<file path="src/rtl/core/c2s_pkg.sv">
package c2s_pkg;

   localparam int FRAC_BITS = 24;
   localparam int PA_WIDTH = 34;
   localparam logic [31:0] KGAIN_Q30 = 32'd1768195363;
   localparam logic [31:0] AZ_HALF_TURN = 32'h8000_0000;
   localparam logic [31:0] PA_START = 32'h4000_0000;
   localparam logic [31:0] PA_MAX = 32'h8000_0000;

   localparam logic [15:0] ANGLE_ZERO = 16'd0;
   localparam logic [15:0] ANGLE_QUARTER = 16'd16384;
   localparam logic [15:0] ANGLE_HALF = 16'd32768;
   localparam logic [15:0] ANGLE_THREE_QUARTER = 16'd49152;

   localparam logic [31:0] ATAN_TAB [32] = '{
      32'h20000000, 32'h12E4051E, 32'h09FB385B, 32'h051111D4,
      32'h028B0D43, 32'h0145D7E1, 32'h00A2F61E, 32'h00517C55,
      32'h0028BE53, 32'h00145F2F, 32'h000A2F98, 32'h000517CC,
      32'h00028BE6, 32'h000145F3, 32'h0000A2FA, 32'h0000517D,
      32'h000028BE, 32'h0000145F, 32'h00000A30, 32'h00000518,
      32'h0000028C, 32'h00000146, 32'h000000A3, 32'h00000051,
      32'h00000029, 32'h00000014, 32'h0000000A, 32'h00000005,
      32'h00000003, 32'h00000001, 32'h00000001, 32'h00000000
   };

   typedef struct packed {
      logic x_zero;
      logic y_zero;
      logic x_neg;
      logic y_neg;
      logic z_neg;
      logic n_zero;
   } flags_type;

   function automatic logic [31:0] c2s_atan(input logic [4:0] idx);
      return ATAN_TAB[idx];
   endfunction

endpackage

</file>
<file path="src/rtl/core/c2s_prep.sv">
module c2s_prep
   import c2s_pkg::*;
#(
   parameter int COORD_WIDTH = 16,
   parameter int DW = COORD_WIDTH + 28,
   parameter int NW = 2 * COORD_WIDTH
) (
   input  logic clock,
   input  logic reset,
   input  logic in_valid,
   output logic in_ready,
   input  logic signed [COORD_WIDTH-1:0] x_in_data,
   input  logic signed [COORD_WIDTH-1:0] y_in_data,
   input  logic signed [COORD_WIDTH-1:0] z_in_data,
   output logic out_valid,
   input  logic out_ready,
   output logic [NW-1:0] n_out,
   output logic signed [DW-1:0] cx_out,
   output logic signed [DW-1:0] cy_out,
   output logic [31:0] az_out,
   output logic signed [DW-1:0] py_out,
   output flags_type flags_out
);

   localparam int PW = COORD_WIDTH + 32;

   logic v1_ff, v2_ff, v3_ff;
   logic en1, en2, en3;

   logic signed [COORD_WIDTH-1:0] x1_ff, y1_ff, z1_ff;
   logic signed [COORD_WIDTH-1:0] x2_ff, y2_ff, z2_ff;
   logic signed [NW-1:0] xx_in, yy_in, zz_in;
   logic signed [NW-1:0] xx_ff, yy_ff, zz_ff;
   logic signed [PW-1:0] zk_in, zk_ff;

   logic [NW-1:0] n_in, n_ff;
   logic signed [DW-1:0] cx_in, cy_in, py_in, cx_ff, cy_ff, py_ff;
   logic signed [DW-1:0] xs, ys;
   logic [31:0] az_in, az_ff;
   flags_type flags_in, flags_ff;

   assign en3 = !v3_ff || out_ready;
   assign en2 = !v2_ff || en3;
   assign en1 = !v1_ff || en2;
   assign in_ready = en1;
   assign out_valid = v3_ff;

   always_comb begin
      xx_in = NW'(x1_ff) * NW'(x1_ff);
      yy_in = NW'(y1_ff) * NW'(y1_ff);
      zz_in = NW'(z1_ff) * NW'(z1_ff);
      zk_in = PW'(z1_ff) * $signed({{(PW-32){1'b0}}, KGAIN_Q30});
   end

   always_comb begin
      n_in = NW'(xx_ff) + NW'(yy_ff) + NW'(zz_ff);
      xs = DW'(x2_ff) <<< FRAC_BITS;
      ys = DW'(y2_ff) <<< FRAC_BITS;
      if (x2_ff[COORD_WIDTH-1]) begin
         cx_in = -xs;
         cy_in = -ys;
         az_in = AZ_HALF_TURN;
      end else begin
         cx_in = xs;
         cy_in = ys;
         az_in = '0;
      end
      py_in = -DW'(zk_ff >>> (30 - FRAC_BITS));
      flags_in.x_zero = (x2_ff == '0);
      flags_in.y_zero = (y2_ff == '0);
      flags_in.x_neg = x2_ff[COORD_WIDTH-1];
      flags_in.y_neg = y2_ff[COORD_WIDTH-1];
      flags_in.z_neg = z2_ff[COORD_WIDTH-1];
      flags_in.n_zero = (n_in == '0);
   end

   always_ff @(posedge clock) begin
      if (reset) begin
         v1_ff <= 1'b0;
         v2_ff <= 1'b0;
         v3_ff <= 1'b0;
      end else begin
         if (en1) v1_ff <= in_valid;
         if (en2) v2_ff <= v1_ff;
         if (en3) v3_ff <= v2_ff;
      end
   end

   always_ff @(posedge clock) begin
      if (en1) begin
         x1_ff <= x_in_data;
         y1_ff <= y_in_data;
         z1_ff <= z_in_data;
      end
      if (en2) begin
         x2_ff <= x1_ff;
         y2_ff <= y1_ff;
         z2_ff <= z1_ff;
         xx_ff <= xx_in;
         yy_ff <= yy_in;
         zz_ff <= zz_in;
         zk_ff <= zk_in;
      end
      if (en3) begin
         n_ff <= n_in;
         cx_ff <= cx_in;
         cy_ff <= cy_in;
         az_ff <= az_in;
         py_ff <= py_in;
         flags_ff <= flags_in;
      end
   end

   assign n_out = n_ff;
   assign cx_out = cx_ff;
   assign cy_out = cy_ff;
   assign az_out = az_ff;
   assign py_out = py_ff;
   assign flags_out = flags_ff;

endmodule

</file>
<file path="config.mk">
export PLATFORM = sky130hd
export DESIGN_NAME = c2s_prep
export DESIGN_NICKNAME = d
export VERILOG_FILES = /design/src/rtl/core/c2s_pkg.sv /design/src/rtl/core/c2s_prep.sv
export SDC_FILE = /design/constraint.sdc
export NUM_CORES = 2
export LEC_CHECK = 0
export ABC_CLOCK_PERIOD_IN_PS = 12720
export BUFFER_PORTS_ARGS = -buffer_cell sky130_fd_sc_hd__buf_2
export CAP_MARGIN = 20
export CELL_PAD_IN_SITES_DETAIL_PLACEMENT = 0
export CELL_PAD_IN_SITES_GLOBAL_PLACEMENT = 1
export CORE_MARGIN = 1
export CORE_UTILIZATION = 55
export CTS_CLUSTER_DIAMETER = 40
export CTS_CLUSTER_SIZE = 20
export DETAILED_ROUTE_END_ITERATION = 10
export PLACE_DENSITY = 0.92
export REMOVE_ABC_BUFFERS = 1
export SKIP_CTS_REPAIR_TIMING = 1
export SYNTH_ARGS = -nofsm -noshare
export SYNTH_HDL_FRONTEND = slang
export SYNTH_SLANG_ARGS = --single-unit
</file>
<file path="constraint.sdc">
create_clock -name clock -period 12.72 [get_ports clock]
set_input_delay 1.908 -clock clock [delete_from_list [all_inputs] [get_ports clock]]
set_output_delay 1.908 -clock clock [all_outputs]
set_load 0.01 [all_outputs]
</file>
# ---- Word level (Yosys, flattened, before mapping)
# Index checks and enable logic that the tools add are counted.
dict set report word_totals {
  ff_bits 445
  input_bits 52
  out_inout_bits 204
  word_cells 47
}
dict set report classes {
  add_sub_neg 5
  multipliers 4
  mux 3
  n_reduce_logical 9
}
# operator count
set op_table {}
lappend op_table {{$mul A16 B16 Y32} 3}
lappend op_table {{$neg A40 Y44} 2}
lappend op_table {{$add A32 B32 Y32} 2}
lappend op_table {{$mul A16 B32 Y48 const B} 1}
lappend op_table {{$mux W44} 1}
lappend op_table {{$neg A42 Y44} 1}
lappend op_table {{$mux W39} 1}
lappend op_table {{$logic_not A16 Y1} 2}
lappend op_table {{$logic_not A32 Y1} 1}
lappend op_table {{$mux W32} 1}
lappend op_table {{$logic_not A1 Y1} 3}
lappend op_table {{$logic_or A1 B1 Y1} 3}

# ---- Logic depth before layout (Yosys ltp)
dict set report logic_depth {
  word_depth 4
  mapped_depth 26
}

# ---- Least setup slack after synthesis
# Ideal clock, no wire load.
dict set report synth_timing {
  path_type {flip-flop to flip-flop}
  start {register z1_ff[7]}
  end {register zz_ff[31], data pin}
  setup_time_ps 260
  t_arrival_ps 6442
  setup_slack_ps 6018
  path_stages_with_launch 25
  path_buffers 1
  path_cell_list {edfxtp_1 > clkbuf_1 > inv_1 > nor2_1 > fa_1 > inv_1 > fa_1 > fa_1 > inv_1 > fa_1 > fa_1 > inv_1 > fa_1 > inv_1 > ha_1 > a21oi_1 > o2111ai_1 > a31oi_1 > nor3_1 > o31ai_1 > a21oi_1 > o41ai_1 > o2111ai_1 > a21oi_1 > xnor2_1}
}
dict set report synth_via {
  elab_chain_cells 1
}
# element line
set synth_lines {}
lappend synth_lines {{start: declaration} c2s_prep.sv:30} ;# logic signed [COORD_WIDTH-1:0] x1_ff, y1_ff, z1_ff;
lappend synth_lines {{start signal: assignment} c2s_prep.sv:93} ;# z1_ff <= z_in_data;
lappend synth_lines {{$mul A16 B16 Y32} c2s_prep.sv:51} ;# zz_in = NW'(z1_ff) * NW'(z1_ff);
lappend synth_lines {{net zz_in[31]} c2s_prep.sv:32} ;# logic signed [NW-1:0] xx_in, yy_in, zz_in;
lappend synth_lines {{end signal: assignment} c2s_prep.sv:101} ;# zz_ff <= zz_in;
lappend synth_lines {{end: declaration} c2s_prep.sv:33} ;# logic signed [NW-1:0] xx_ff, yy_ff, zz_ff;
# The timed path passes the listed nets, and every way through them passes these cells.
# A chain may end at the register's enable or synchronous reset.

# ---- Worst setup path after layout
dict set report layout_timing {
  start {register z1_ff[2]}
  end {register zz_ff[31], data pin}
}
# Same word-level chain as after synthesis.

==> out/qor.csv <==
stage,metric,value,unit
yosys,yosysWarnings,0,
die,start_util,55.85,%
global_route,antenna_found_initial,0,
global_route,track_usage,24.69,%
timing,tns,0,ns
die,die_y,297.0,um
placed_design,dp_slack,4.909,ns
global_route,grt_overflow,0,
timing,report.final.slew_viol_count,0,
status,status,finished clean,
final_layout,area_growth,8.655,%
timing,finalCritPeriodShare,62.53,%
timing,slew_headroom,30.01,%
global_route,grt_start_max_net_pins,87,
route,dr_total_vias,31100,
worst_setup_path,required,13.09,ns
yosys,synth_ff_type,edfxtp_1,
route,dr.pass1.iters,5,
yosys,synth_seq_cells,339,
clock_network,cts.clk_slew.worst_paths,0.05,ns
timing,worst_pin_slew,1.050,ns
timing,rsz0062_at_grt,false,
die,die-area,88180,um2
die,die_w,297.0,um
final_layout,final_area,51990,um2
route,routedWlPerCell,17.50,um
yosys,ys_types,72,
yosys,syn_inst,4550,
worst_setup_path,worstSetupEndpointType,flip-flop,
worst_setup_path,worst-path-max-fanout,17,
clock_network,cts_buffers,59,
final_layout,drive_gt1_share,7.471,%
placed_design,globalplace.congestion,0.9242,
final_layout,final_common_cell,inv_1,
final_layout,n_fill_cell,7003,
route,drt_drc_violations_left,0,
final_layout,fin_cells,5936,
yosys,syn_avg_cell_area,10.52,um2
yosys,syn_area,47850,um2
worst_setup_path,cp-start-kind,flip-flop,
clock_network,htreeDepth,2,
route,ant_nets,0,
clock_network,clk_path_buf_depth,3,
yosys,async_reset_ff_share,0,%
min_path,min_path_type,flip-flop to flip-flop,
worst_setup_path,critPathKind,flip-flop to flip-flop,
route,wirelength,103900,um
yosys,synth_edf_count,336,
global_route,grt_pass1_wl,172200,um
worst_setup_path,cp.arrival,8.32,ns
die,core_area,85680,um2
timing,period_needed,7.953,ns
timing,fin_ws,4.767,ns
clock_network,clock_sinks,339,
die,rows,107,
global_route,grt_pass1_vias,33840,
run,maxCapViolCount,0,
timing,clock.fmax,0.1257,GHz
placed_design,dpl_cell_area,49770,um2
timing,setup_viol,0,
die,ios,256,
placed_design,dp_cells,5823,
final_layout,layout_common_cells,"1202 x inv_1, 854 x fa_1, 504 x ha_1",
route,viasPerCell,5.238,
clock_network,root_buffer,clkbuf_16,
timing,final_hold_viol_count,0,
placed_design,port_buffers,176,
clock_network,insertion_delay,0.67,ns
placed_design,post-dp-hpwl,86140,um
yosys,ys_seq_area_share,21.21,%
route,drtIter0Drc,1696,
timing,fin_skew,0.05494,ns
clock_network,tritoncts,yes,
final_layout,antennaDiodeCount,0,
final_layout,fin_nets,6151,
[cells in the mapped netlist, drive strengths merged (17+ instances only)]
cell    count  share of area (%)
inv      1204                9.4
fa        854                 36
ha        504                 13
edfxtp    336                 21
nand2     277                2.2
nor2      216                1.7
xnor2     202                3.7
a21oi     110                1.2
and2       94                1.2
o21ai      86               0.91
buf        85                1.3
clkbuf     64               0.50
a21o       58               0.91
xor2       57                1.0
nand3      41               0.43
nor3       40               0.42
nand2b     29               0.38
nor2b      20               0.26
o21a       20               0.31
a31o       18               0.33
nor4       18               0.32
o31ai      17               0.27
[sequential cells by signal, summed over array words and instances (netlist names), 20 cells and up]
name and cells:
py_out 44, zk_ff 42, n_out 32, xx_ff 30, yy_ff 30, zz_ff 30, cx_out 20, cy_out 20
[logic make-up after synthesis]
logic type	after synthesis	synth area share (%)
adder cells (fa/ha/maj)	1358	48.91
buffers and inverters	1356	11.27
AND/OR/NAND/NOR	819	8.145
AO/OA/AOI/OAI	415	5.656
flip-flops	339	21.21
XOR/XNOR	259	4.741
multiplexers	3	0.06276
other	1	0.007837
[layer usage]
layer / part of all wire [%] / GRT usage [%] / wire length (um) / vias to the layer above
li1: - / - / - / 14350
met4: 3.3 / 8.125 / 3395 / 0
met5: 0 / 0 / 0 / -
met2: 49 / 42.07 / 51400 / 946
met3: 6.1 / 4.038 / 6359 / 183
met1: 41 / 32.14 / 42700 / 15610
[area by class of cell]
type	count	area, um2	area share [%]
Clock buffer	59	1476	2.840
Clock inverter	53	715.7	1.377
Inverter	1207	4541	8.733
Multi-Input combinational cell	2937	32620	62.74
Sequential cell	339	10150	19.52
Tap cell	1144	1431	2.753
Timing Repair Buffer	197	1059	2.036
[metrics by stage]
step / util, % / hold WS [ns]
6_report: 60.68 / 0.4344
5_1_grt: 60.68 / 0.4411
4_1_cts: 60.65 / 0.4307
3_5_place_dp: 58.09 / 0.4072
3_3_place_gp: 58.09 / 0.4275
2_1_floorplan: - / 0.4003
[critical path, stage by stage, from the launching register on]
cell and delay [ns]:
edfxtp_1 0.87, clkinv_1 0.50, nor2_1 0.36, inv_1 0.11, fa_1 0.51, inv_1 0.05, fa_1 0.45, fa_1 0.52
fa_1 0.43, fa_1 0.50, inv_1 0.05, fa_1 0.47, inv_1 0.04, ha_1 0.33, a21oi_1 0.22, o2111ai_1 0.14
a31oi_1 0.24, nor3_1 0.12, o31ai_1 0.45, a21oi_1 0.18, o41ai_1 0.62, o2111ai_1 0.21, a21oi_1 0.21, xnor2_1 0.09
[path summary, 6_finish.rpt]
| path | from | end | slack (ns) | depth (start not counted) |
|---|---|---|---|---|
| min reg2reg | z2_ff[15] | flags_out[1] | 0.43 | 0 |
| min | z2_ff[15] | flags_out[1] | 0.43 | 0 |
| max reg2reg | z1_ff[2] | zz_ff[31] | 4.77 | 23 |
| max | z1_ff[2] | zz_ff[31] | 4.77 | 23 |
Power is left out: the tool's default activity adds up to more than one toggle a clock period on the data nets, which glitch-free logic cannot reach.
