$ cat config.mk
export PLATFORM = sky130hd
export DESIGN_NAME = c2s_final
export DESIGN_NICKNAME = d
export VERILOG_FILES = /design/src/rtl/core/c2s_pkg.sv /design/src/rtl/core/c2s_final.sv
export SDC_FILE = /design/constraint.sdc
export NUM_CORES = 1
export LEC_CHECK = 0
export BUFFER_PORTS_ARGS = -buffer_cell sky130_fd_sc_hd__buf_2
export CAP_MARGIN = 10
export CORE_AREA = 8 8 112 114
export DETAILED_ROUTE_END_ITERATION = 16
export DIE_AREA = 0 0 120 122
export PLACE_DENSITY = 0.73
export REMOVE_ABC_BUFFERS = 1
export SLEW_MARGIN = 10
export SYNTH_ARGS = -nofsm -noshare
export SYNTH_HDL_FRONTEND = slang
export SYNTH_SLANG_ARGS = --single-unit
$ cat constraint.sdc
create_clock -name clock -period 8.5 [get_ports clock]
set_input_delay 0.85 -clock clock [delete_from_list [all_inputs] [get_ports clock]]
set_output_delay 0.85 -clock clock [all_outputs]
set_load 0.01 [all_outputs]
$ cat src/rtl/core/c2s_pkg.sv
package c2s_pkg;

   localparam int FRAC_BITS = 24;
   localparam int PA_WIDTH = 34;
   localparam logic [31:0] KGAIN_Q30 = 32'd1768195363;
   localparam logic [31:0] AZ_HALF_TURN = 32'h8000_0000;
   localparam logic [31:0] PA_START = 32'h4000_0000;
   localparam logic [31:0] PA_MAX = 32'h8000_0000;

   localparam logic [15:0] ANGLE_ZERO = 16'd0;
   localparam logic [15:0] ANGLE_QUARTER = 16'd16384;
   localparam logic [15:0] ANGLE_HALF = 16'd32768;
   localparam logic [15:0] ANGLE_THREE_QUARTER = 16'd49152;

   localparam logic [31:0] ATAN_TAB [32] = '{
      32'h20000000, 32'h12E4051E, 32'h09FB385B, 32'h051111D4,
      32'h028B0D43, 32'h0145D7E1, 32'h00A2F61E, 32'h00517C55,
      32'h0028BE53, 32'h00145F2F, 32'h000A2F98, 32'h000517CC,
      32'h00028BE6, 32'h000145F3, 32'h0000A2FA, 32'h0000517D,
      32'h000028BE, 32'h0000145F, 32'h00000A30, 32'h00000518,
      32'h0000028C, 32'h00000146, 32'h000000A3, 32'h00000051,
      32'h00000029, 32'h00000014, 32'h0000000A, 32'h00000005,
      32'h00000003, 32'h00000001, 32'h00000001, 32'h00000000
   };

   typedef struct packed {
      logic x_zero;
      logic y_zero;
      logic x_neg;
      logic y_neg;
      logic z_neg;
      logic n_zero;
   } flags_type;

   function automatic logic [31:0] c2s_atan(input logic [4:0] idx);
      return ATAN_TAB[idx];
   endfunction

endpackage

$ cat src/rtl/core/c2s_final.sv
module c2s_final
   import c2s_pkg::*;
#(
   parameter int COORD_WIDTH = 16,
   parameter int NW = 2 * COORD_WIDTH
) (
   input  logic clock,
   input  logic reset,
   input  logic in_valid,
   output logic in_ready,
   input  logic [31:0] az_in_data,
   input  logic signed [PA_WIDTH-1:0] pa_in_data,
   input  logic [NW-1:0] rem_in_data,
   input  logic [NW-1:0] root_in_data,
   input  flags_type flags_in_data,
   output logic out_valid,
   input  logic out_ready,
   output logic [COORD_WIDTH-1:0] radius_out,
   output logic [15:0] polar_out,
   output logic [15:0] azimuth_out
);

   logic v_ff, en;
   logic [NW-1:0] root_rnd;
   logic [31:0] pa_clamp;
   logic [COORD_WIDTH-1:0] radius_in, radius_ff;
   logic [15:0] polar_in, polar_ff, azimuth_in, azimuth_ff;
   flags_type f;

   assign en = !v_ff || out_ready;
   assign in_ready = en;
   assign out_valid = v_ff;

   always_comb begin
      f = flags_in_data;
      root_rnd = (rem_in_data > root_in_data) ? root_in_data + NW'(1) : root_in_data;
      radius_in = root_rnd[COORD_WIDTH-1:0];

      priority if (f.y_zero && !f.x_zero && !f.x_neg) azimuth_in = ANGLE_ZERO;
      else if (f.x_zero && !f.y_zero && !f.y_neg) azimuth_in = ANGLE_QUARTER;
      else if (f.y_zero && f.x_neg) azimuth_in = ANGLE_HALF;
      else if (f.x_zero && f.y_neg) azimuth_in = ANGLE_THREE_QUARTER;
      else if (f.x_zero && f.y_zero) azimuth_in = ANGLE_ZERO;
      else azimuth_in = az_in_data[31:16] + 16'(az_in_data[15]);

      priority if (pa_in_data[PA_WIDTH-1]) pa_clamp = '0;
      else if (pa_in_data > $signed({{(PA_WIDTH-32){1'b0}}, PA_MAX})) pa_clamp = PA_MAX;
      else pa_clamp = pa_in_data[31:0];

      if (f.x_zero && f.y_zero) begin
         polar_in = f.z_neg ? ANGLE_HALF : ANGLE_ZERO;
      end else begin
         polar_in = pa_clamp[31:16] + 16'(pa_clamp[15]);
      end

      if (f.n_zero) begin
         radius_in = '0;
         polar_in = ANGLE_ZERO;
         azimuth_in = ANGLE_ZERO;
      end
   end

   always_ff @(posedge clock) begin
      if (reset) begin
         v_ff <= 1'b0;
      end else if (en) begin
         v_ff <= in_valid;
      end
   end

   always_ff @(posedge clock) begin
      if (en) begin
         radius_ff <= radius_in;
         polar_ff <= polar_in;
         azimuth_ff <= azimuth_in;
      end
   end

   assign radius_out = radius_ff;
   assign polar_out = polar_ff;
   assign azimuth_out = azimuth_ff;

endmodule

Word-level counts from Yosys, hierarchy flattened
Index checks and enable logic that the tools add are counted.
{"block": "op_classes", "addsub": 3, "n_mul": 0, "div": 0, "order_cmp": 2, "eq_ne": 0, "shifts": 0, "n_mux": 9, "bitwise": 0, "reduce_logical": 16}
{"operator": "$mux W16", "n": 6}
{"operator": "$mux W32", "n": 2}
{"operator": "$gt A34 B33 Y1 const B", "n": 1}
{"operator": "$add A16 B1 Y16", "n": 2}
{"operator": "$gt A32 B32 Y1", "n": 1}
{"operator": "$add A16 B1 Y16 const B", "n": 1}
{"operator": "$mux W15", "n": 1}
{"operator": "$logic_and A1 B1 Y1", "n": 7}
{"operator": "$reduce_or A6 Y1", "n": 1}
{"operator": "$logic_not A1 Y1", "n": 5}
{"operator": "$reduce_or A3 Y1", "n": 1}
{"operator": "$reduce_or A2 Y1", "n": 1}
{"operator": "$logic_or A1 B1 Y1", "n": 1}
{"block": "totals", "register_bits": 49, "latch_bits": 0, "ramBits": 0, "romBits": 0, "output_inout_bits": 50, "word_cells": 36, "n_memories": 0}

Depth between registers and ports, before layout
Gate-level depths: netlist (run 1).
{"block": "depth", "ltp_word": 5, "ltp_mapped": 12, "ltp_nobuf": 12}

Worst setup path after synthesis (run 1)
OpenSTA, ideal clock, no wires.
{"block": "synth_path", "path_kind": "input to register", "start": "in pa_in_data[10]", "end": "reg polar_ff[14], in the netlist polar_out[14], data pin", "setup_time_ns": 0.263, "t_arrival_ns": 3.016, "path_slack_ns": 5.221, "cell_stages": 11, "n_path_buf": 0, "cell_sequence": "or4_1 -> a2111oi_0 -> a31o_2 -> and2_1 -> ha_1 -> ha_1 -> nand4_1 -> nor3_1 -> nand3_1 -> xor2_1 -> nor2_1"}
{"block": "synth_via", "elab_chain_cells": 5}
{"element": "from (decl)", "line": "c2s_final.sv:12", "text": "input logic signed [PA_WIDTH-1:0] pa_in_data,"}
{"element": "$gt A34 B33 Y1", "line": "c2s_final.sv:47", "text": "else if (pa_in_data > $signed({{(PA_WIDTH-32){1'b0}}, PA_MAX})) pa_clamp = PA_MAX;"}
{"element": "$mux W32", "line": "c2s_final.sv:47"}
{"element": "$mux W32", "line": "c2s_final.sv:46", "text": "priority if (pa_in_data[PA_WIDTH-1]) pa_clamp = '0;"}
{"element": "$add A16 B1 Y16", "line": "c2s_final.sv:53", "text": "polar_in = pa_clamp[31:16] + 16'(pa_clamp[15]);"}
{"element": "$mux W16", "line": "c2s_final.sv:50", "text": "if (f.x_zero && f.y_zero) begin"}
{"element": "to (signal assigned)", "line": "c2s_final.sv:74", "text": "polar_ff <= polar_in;"}
{"element": "to (decl)", "line": "c2s_final.sv:27", "text": "logic [15:0] polar_in, polar_ff, azimuth_in, azimuth_ff;"}
Every way passes these cells.
A chain may end at the register's enable or synchronous reset.

Worst setup path after layout (run 1)
Ends and elaborated chain as after synthesis.

==> results of run 1 <==
-- area by class of cell --
| type | count | area [um2] | share of cell area |
|---|---|---|---|
| inverter | 39 | 146 | 0.0306 |
| sequential | 49 | 1460 | 0.305 |
| timing repair buffer | 175 | 878 | 0.184 |
| tap | 140 | 175 | 0.0366 |
| clock buffer | 5 | 68.8 | 0.0144 |
| clock inverter | 3 | 17.5 | 0.00366 |
| multi-input combinational | 288 | 2040 | 0.426 |
-- kinds of logic after synthesis --
group	Yosys count	share of synthesized area
mux	3	0.0109
simple gates	157	0.226
buf+inv	44	0.0471
xor+xnor	29	0.0692
compound gates	61	0.119
flops	49	0.398
fa+ha+maj	38	0.130
-- layout by cell type, fill, tap and decap left out, types with 2 or more instances in the layout --
master    Yosys  layout
xor2_1       17      17
mux2_4        2       2
inv_1        39      39
buf_2         0     174
a221o_1       2       2
nor2_1       40      40
nand4_1      10      10
and4_1        4       4
nand2b_1      5       4
a21o_1        5       5
nor4_2        2       2
edfxtp_1     48      48
ha_1         38      38
xnor2_1      12      12
a21oi_1      26      26
and3_1        6       6
or3_1         6       6
o31ai_1       3       3
nor2b_1       2       2
o21ai_0      11      11
o21bai_1      2       2
nand3_1      21      21
nor3_1        8       8
or4_1         4       4
clkinv_2      0       2
clkbuf_8      0       5
and2_1        5       5
nand2_1      29      29
nor4_1        9       9
-- layer usage --
layer,track usage,share of wire,vias to the layer above
li1,-,-,1739
met1,0.139,0.38,1605
met2,0.269,0.53,137
met3,0.0491,0.086,7
met4,0.0468,0.011,0
met5,0,0,-
-- flip-flops by register name (all words and copies together), names as in the netlist --
signal       cells
azimuth_out     16
out_valid        1
polar_out       16
radius_out      16
-- power breakdown --
| group | total [mW] | switching (mW) | internal [mW] |
|---|---|---|---|
| clock network | 0.132 | 0.0749 | 0.0568 |
| logic | 0.141 | 0.0798 | 0.0613 |
| registers | 0.286 | 0.00369 | 0.282 |
-- cells in the mapped netlist (all sizes together), types with 3 or more instances --
library cell,n
or4,4
nand2,29
clkbuf,4
nand3,21
nor2,41
nand2b,5
edfxtp,48
xnor2,12
o21ai,11
a21o,5
and4,4
nor4,12
inv,39
xor2,17
and2,5
a21oi,26
ha,38
and3,6
or3,6
nand4,11
o31ai,3
nor3,8
-- critical path: cells and delay by family --
| family | cells | cell delay (ps) |
|---|---|---|
| buffers and inverters | 1 | 90 |
| AOI/OAI and AO/OA | 2 | 660 |
| adders and majority gates | 2 | 340 |
| xor gates and xnor gates | 1 | 140 |
| and+or+nand+nor | 6 | 1380 |
-- worst max-delay path by stage --
| stage | startpoint | slack, ps | endpoint | cells past startpoint |
|---|---|---|---|---|
| floorplan | pa_in_data[10] | 5220 | polar_out[14] | 11 |
| global placement | pa_in_data[10] | 4750 | polar_out[14] | 12 |
| detailed placement | pa_in_data[10] | 4740 | polar_out[13] | 11 |
| CTS | pa_in_data[10] | 5070 | polar_out[13] | 11 |
| global route | pa_in_data[10] | 4790 | polar_out[11] | 11 |
| finish | pa_in_data[10] | 5080 | polar_out[14] | 12 |
==> qor.yml, run 1 <==
setup_path:
  cp_common_cell: "ha_1"
  crit_path_end_kind: "flop"
  rrSetupSlack_ps: 7230
  startpoint_type: "primary input"
  slowest_stage: "or4_1"
  crit_chain: "buf_2 > or4_1 > a2111oi_0 > a31o_2 > and2_1 > ha_1 > ha_1 > nand4_1 > nor3_1 > nand3_1 > xor2_1 > nor2_1"
  crit_fanout: 6
  r2r-end: "polar_out[1]"
  rr_worst_depth: 2
  cp.required_ps: 8550
  r2r-start: "out_valid"
  crit_type: "primary input to flop"
  slowest_delay_ps: 530
  critPathArrivalTime_ps: 3470
placement:
  place.gp.congestion: 0.856
  dp_hpwl_um: 9210
  pre_cts_ws_ps: 4740
  port_buffers: 174
  dp_cells: 691
  place_area_um2: 4700
clock_network:
  clk_latency_ps: 300
  root_buffer: "clkbuf_8"
  clock-sinks: 49
  cts-resized-gates: 0
  post_cts_buffers: 0
  cts_buffer_depth: 2
  cts_buffers: 5
  path_clk_slew_ps: 90
  h-tree-depth: 2
  cts_tree: "done"
  cts_hold_buf: 0
worst_hold_path:
  hold_end: "out_valid"
  min_from: "reset"
  hold_path_depth: 2
  hold_path.class: "primary input to flop"
timing:
  max_freq_ghz: 0.292
  slew_viol_final: 0
  tns_ps: 0
  holdWs_ps: 693
  fin_skew_ps: 5.89
  rsz0062_at_grt: "no"
  min_period_ps: 3420
  finalSetupViolCount: 0
  slew_headroom: 0.587
  setup_ws_ps: 5080
  hold_viol_final: 0
  worst_pin_slew_ps: 619
  period_share: 0.402
yosys:
  syn_area_um2: 3670
  synthArstFlopShare: 0
  yosysWarnings: 0
  syn-mean-instance-area_um2: 9.63
  synth.distinct_cells: 48
  seq_area_frac_synth: 0.398
  netlist_instances: 381
  synth_edf_count: 48
  synth_top_area_frac: 0.393
  synth.top_cells.by_area: "edfxtp_1 39%, ha_1 13%, nor2_1 4.1%, xor2_1 4.1%, inv_1 4.0%"
  ys_dominant_reg_cell: "edfxtp_1"
  yosys.area.top_type: "edfxtp_1"
  ys_ff_latch: 49
route:
  via_per_inst: 4.99
  drt-total-wl_um: 10600
  wl_per_cell_um: 15.2
  drt-pass1-iter-count: 4
  antenna_left: 0
  vias: 3488
  initialDrtViolationCount: 198
  drc: 0
global_route:
  first_global_vias: 3707
  grt_pass1_wl_um: 17000
  grt_max_degree: 51
  grt-ovfl-total: 0
  track_usage: 0.141
  antenna_found_initial: 0
floorplan:
  ioPinCount: 190
  die_area_um2: 14600
  core-area_um2: 10700
  die_h_um: 122
  rows: 38
  die-width_um: 120
  start_util: 0.343
final_layout:
  fin_util: 0.447
  nFillCells: 1043
  area_delta_synth_final_pct: 30.4
  final_cell_area_um2: 4780
  nNetsFinal: 736
  drive_above_1_share: 0.351
  diodes: 0
  finalNonFillerCells: 699
power:
  cellPowerDensity_nw_per_um2: 117
  p_leak_nw: 2.30
  power_mw: 0.559
  ir_drop_mv: 0.0675
job:
  cap_violations: 0
run_status:
  status: "complete, no violations"
No activity file was read; power rests on OpenSTA's default activity.
==> inputs of run 2 (changes only) <==
Clock period 8.5 ns to 3.55 ns, I/O delays scaled along.
==> run 2 against run 1 <==
Cell area unchanged. Core utilization did not move. Critical path depth stayed put. Worst setup slack got worse by 4500 ps. Largest cell class unchanged.
==> qor.yml, run 2 (synthesis gave the netlist of run 1 again) <==
floorplan:
  die_h_um: 122  # unchanged
  die-width_um: 120  # unchanged
  die_area_um2: 14600  # unchanged
  rows: 38  # unchanged
  ioPinCount: 190  # unchanged
  start_util: 0.343  # unchanged
  core-area_um2: 10700  # unchanged
final_layout:
  drive_above_1_share: 0.351  # unchanged
  area_delta_synth_final_pct: 30.4  # unchanged
  multi_input_area_um2: 2040  # unchanged
  final_cell_mix: "174 x buf_2, 48 x edfxtp_1, 40 x nor2_1, 39 x inv_1, 38 x ha_1"
  mostFrequentLayoutCell: "buf_2"
  final_cell_area_um2: 4780  # unchanged
  ff_latch_area_um2: 1460  # unchanged
  nNetsFinal: 736  # unchanged
  nFillCells: 1034  # -0.86%
  diodes: 0  # unchanged
  finalNonFillerCells: 699  # unchanged
setup_path:
  startpoint: "pa_in_data[10]"
  rr_worst_depth: 2  # unchanged
  crit_type: "primary input to flop"
  critPathArrivalTime_ps: 3050  # -420 ps
  setup.worst_path.end: "polar_out[14]"
  crit_fanout: 6  # unchanged
  crit_path_end_kind: "flop"
  cp.required_ps: 3590  # -4960 ps
  r2r-start: "out_valid"
  rrSetupSlack_ps: 1910  # -5320 ps
  r2r-end: "azimuth_out[8]"
  startpoint_type: "primary input"
placement:
  dp_cells: 691  # unchanged
  place_area_um2: 4700  # unchanged
  pre_cts_ws_ps: 216  # -4530 ps
  port_buffers: 174  # unchanged
  place.gp.congestion: 0.840  # -1.8%
  dp_hpwl_um: 9170  # -0.44%
timing:
  max_freq_ghz: 0.332
  slew_headroom: 0.390  # -0.197
  worst_pin_slew_ps: 915  # +296 ps
  min_period_ps: 3020
  period_share: 0.850
  fin_skew_ps: 9.60  # +3.71 ps
  tns_ps: 0  # unchanged
  hold_viol_final: 0  # unchanged
  setup_ws_ps: 534  # -4550 ps
  rsz0062_at_grt: "no"
  slew_viol_final: 0  # unchanged
  finalSetupViolCount: 0  # unchanged
clock_network:
  post_cts_buffers: 0  # unchanged
  clk_latency_ps: 290  # about the same
  path_clk_slew_ps: 90  # about the same
  h-tree-depth: 2  # unchanged
  cts-resized-gates: 0  # unchanged
  cts_buffers: 5  # unchanged
  cts_buffer_depth: 2  # unchanged
  cts_tree: "done"
  cts_hold_buf: 0  # unchanged
  clock-sinks: 49  # unchanged
  root_buffer: "clkbuf_8"
power:
  comb_power_share: 0.253  # about the same
  clockPowerShare: 0.235  # about the same
  cellPowerDensity_nw_per_um2: 279  # +140%
  swShare: 0.282  # -0.00106
  net-switching-power_mw: 0.377  # +140%
  ir_drop_mv: 0.145  # +120%
  p_leak_nw: 2.30  # unchanged
  power_frac_seq: 0.512  # about the same
  p_int_mw: 0.959  # +140%
global_route:
  grt-ovfl-total: 0  # unchanged
  first_global_vias: 3692  # -0.40%
  antenna_found_initial: 0  # unchanged
  grt_pass1_wl_um: 16800  # -1.3%
  track_usage: 0.139  # -0.00238
  grt_max_degree: 40  # -22%
worst_hold_path:
  min_from: "reset"
  hold_path.class: "primary input to flop"
job:
  cap_violations: 0  # unchanged
route:
  vias: 3499  # +0.32%
  via_per_inst: 5.01  # +0.32%
  antenna_left: 0  # unchanged
  wl_met2_um: 5510  # -1.5%
  wl_met1_um: 4050  # +0.67%
  drt-pass1-iter-count: 4  # unchanged
  wl_met3_um: 922  # +1.2%
  drt-total-wl_um: 10600  # -0.63%
  initialDrtViolationCount: 163  # -18%
  wl_per_cell_um: 15.1  # -0.63%
  highest-signal-layer: "met4"
  drc: 0  # unchanged
run_status:
  status: "complete, no violations"
## run 2: power by group through the flow
stage,logic [mW],registers (mW),clock network (mW)
global placement,0.327,0.697,0
floorplan,0.140,0.723,0
global route,0.374,0.689,0.348
finish,0.338,0.685,0.314
CTS,0.342,0.686,0.330
detailed placement,0.340,0.699,0
## run 2: per-stage QoR
stage	util	total power, mW	hold slack, ps
finish	0.447	1.34	204
global route	0.447	1.41	206
CTS	0.447	1.36	192
detailed placement	0.439	1.04	519
global placement	0.439	1.02	513
floorplan	-	0.863	424
## run 2: area by class of cell
| type | count | area share |
|---|---|---|
| Clock inverter | 3 | 0.00366 |
| Clock buffer | 5 | 0.0144 |
| Timing Repair Buffer | 175 | 0.184 |
| Sequential cell | 49 | 0.305 |
| Tap cell | 140 | 0.0366 |
| Inverter | 39 | 0.0306 |
| Multi-Input combinational cell | 288 | 0.426 |
## run 2: worst min path at each step
stage | slack [ps] | cells after the start | end
2_1_floorplan | 420 | 1 | out_valid
3_3_place_gp | 510 | 2 | out_valid
3_5_place_dp | 520 | 2 | out_valid
4_1_cts | 190 | 2 | out_valid
5_1_grt | 210 | 2 | out_valid
6_report | 200 | 2 | out_valid
## run 2: layer usage
metal / vias to the layer above / global-route usage
li1: 1742 / -
met1: 1614 / 0.139
met2: 137 / 0.266
met3: 6 / 0.0449
met4: 0 / 0.0422
met5: - / 0
## run 2: worst max-delay path: stages
cell	delay (ps)
buf_2	90
or4_1	520
a2111oi_0	400
a31o_2	300
and2_1	160
ha_1	200
ha_1	150
nand4_1	200
nor3_1	340
nand3_1	140
xor2_1	140
nor2_1	50
==> inputs of run 3 (changes only) <==
Clock period 3.55 ns to 3.1 ns, I/O delays scaled along.
==> run 3 against run 2 <==
Combinational power rose by 15%. Sequential power is 15% higher. Non-clock buffer count rose by 7. Clock skew down 3.8 ps. Sequential share of layout area fell by 0.33 points. Critical path depth is the same. Cell count grew 1.0%. Critical endpoint unchanged. Largest cell class unchanged. Highest routed layer unchanged.
==> qor.yml, run 3 (synthesis gave the netlist of run 1 again) <==
route:
  drt-pass1-iter-count: 4  # unchanged
  initialDrtViolationCount: 205  # +26%
  vias: 3485  # -0.40%
  drc: 0  # unchanged
  drt-total-wl_um: 10400  # -1.7%
  via_per_inst: 4.94  # -1.4%
  wl_per_cell_um: 14.7  # -2.7%
  antenna_left: 0  # unchanged
floorplan:
  die-width_um: 120  # unchanged
  start_util: 0.343  # unchanged
  core-area_um2: 10700  # unchanged
  rows: 38  # unchanged
  die_area_um2: 14600  # unchanged
  die_h_um: 122  # unchanged
  ioPinCount: 190  # unchanged
clock_network:
  h-tree-depth: 2  # unchanged
  cts_hold_buf: 0  # unchanged
  cts_buffer_depth: 2  # unchanged
  cts_tree: "done"
  path_clk_slew_ps: 90  # about the same
  post_cts_buffers: 0  # unchanged
  clock-sinks: 49  # unchanged
  root_buffer: "clkbuf_8"
  clk_latency_ps: 300  # about the same
  cts-resized-gates: 0  # unchanged
  cts_buffers: 5  # unchanged
setup_path:
  crit_type: "primary input to flop"
  startpoint: "pa_in_data[10]"
  cp.required_ps: 3160  # -430 ps
  startpoint_type: "primary input"
  r2r-start: "out_valid"
  crit_path_end_kind: "flop"
  critPathArrivalTime_ps: 2790  # -260 ps
  crit_fanout: 3  # -3
global_route:
  first_global_vias: 3690  # -0.054%
  grt_pass1_wl_um: 16500  # -1.6%
  grt-ovfl-total: 0  # unchanged
  grt_max_degree: 26  # -35%
  antenna_found_initial: 0  # unchanged
  track_usage: 0.137  # -0.00109
timing:
  worst_pin_slew_ps: 587  # -328 ps
  slew_viol_final: 0  # unchanged
  max_freq_ghz: 0.366
  finalSetupViolCount: 0  # unchanged
  min_period_ps: 2730
  hold_viol_final: 0  # unchanged
  period_share: 0.882
  slew_headroom: 0.609  # +0.219
  tns_ps: 0  # unchanged
  fin_skew_ps: 5.80  # -3.80 ps
  rsz0062_at_grt: "no"
run_status:
  status: "complete, no violations"
final_layout:
  final_cell_mix: "174 x buf_2, 48 x edfxtp_1, 40 x nor2_1, 39 x inv_1, 38 x ha_1"
  drive_above_1_share: 0.359  # +0.00803
  finalNonFillerCells: 706  # +1.0%
  nNetsFinal: 743  # +0.95%
  area_delta_synth_final_pct: 31.9
  nFillCells: 1067  # +3.2%
  multi_input_area_um2: 2040  # unchanged
  diodes: 0  # unchanged
  mostFrequentLayoutCell: "buf_2"
  ff_latch_area_um2: 1460  # unchanged
worst_hold_path:
  hold_path.class: "primary input to flop"
  min_from: "reset"
placement:
  dp_cells: 698  # +1.0%
  port_buffers: 174  # unchanged
  dp_hpwl_um: 9100  # -0.75%
  place.gp.congestion: 0.889  # +5.8%
job:
  cap_violations: 0  # unchanged
power:
  cellPowerDensity_nw_per_um2: 318  # +14%
  ir_drop_mv: 0.132  # -9.4%
  p_leak_nw: 2.34  # +1.4%
run 3: cell types whose count changed in the layout (fill, tap and decap cells not counted):
cell / previous run / this run
buf_4: 1 / 8
run 3: path summary, 6_finish.rpt:
check / to / slack [ps] / cells after the start
hold / removal: out_valid / 150 / 2
setup reg to reg: polar_out[0] / 1690 / 2
hold reg to reg: out_valid / 940 / 2
setup / recovery: polar_out[14] / 370 / 12
run 3: layout make-up:
cell class                      instances  share of cell area
Sequential cell                        49               0.302
Clock inverter                          3             0.00362
Clock buffer                            5              0.0142
Timing Repair Buffer                  182               0.192
Multi-Input combinational cell        288               0.421
Inverter                               39              0.0303
Tap cell                              140              0.0362
run 3: critical path, stage by stage:
cell and delay, ps:
buf_2 90, or4_1 520, a2111oi_0 430, a31o_2 260, and2_1 130, ha_1 200
ha_1 160, nand4_1 100, nor3_1 270, nand3_1 130, xor2_1 140, nor2_1 50
run 3: layer usage:
metal  track usage  part of all wire  vias up
li1              -                 -     1753
met1         0.139              0.38     1563
met3        0.0472             0.095       18
met2         0.254              0.50      151
met4        0.0562             0.023        0
met5             0                 0        -
run 3: power breakdown:
group,internal (mW),total [mW],switching (mW),leakage (nW)
Combinational,0.172,0.388,0.216,1.74
Sequential,0.774,0.785,0.0113,0.554
Clock,0.156,0.365,0.209,0.0439
Total,1.10,1.54,0.436,2.34
run 3: through the flow:
step	worst slack, ps	util	hold WS [ps]	power (mW)	instance area [um2]
6_report	365	0.452	149	1.54	4840
5_1_grt	216	0.452	157	1.62	4840
4_1_cts	379	0.452	144	1.56	4840
3_3_place_gp	81.8	0.444	468	1.18	4750
2_1_floorplan	361	-	379	0.988	3640
3_5_place_dp	43.3	0.444	475	1.19	4750
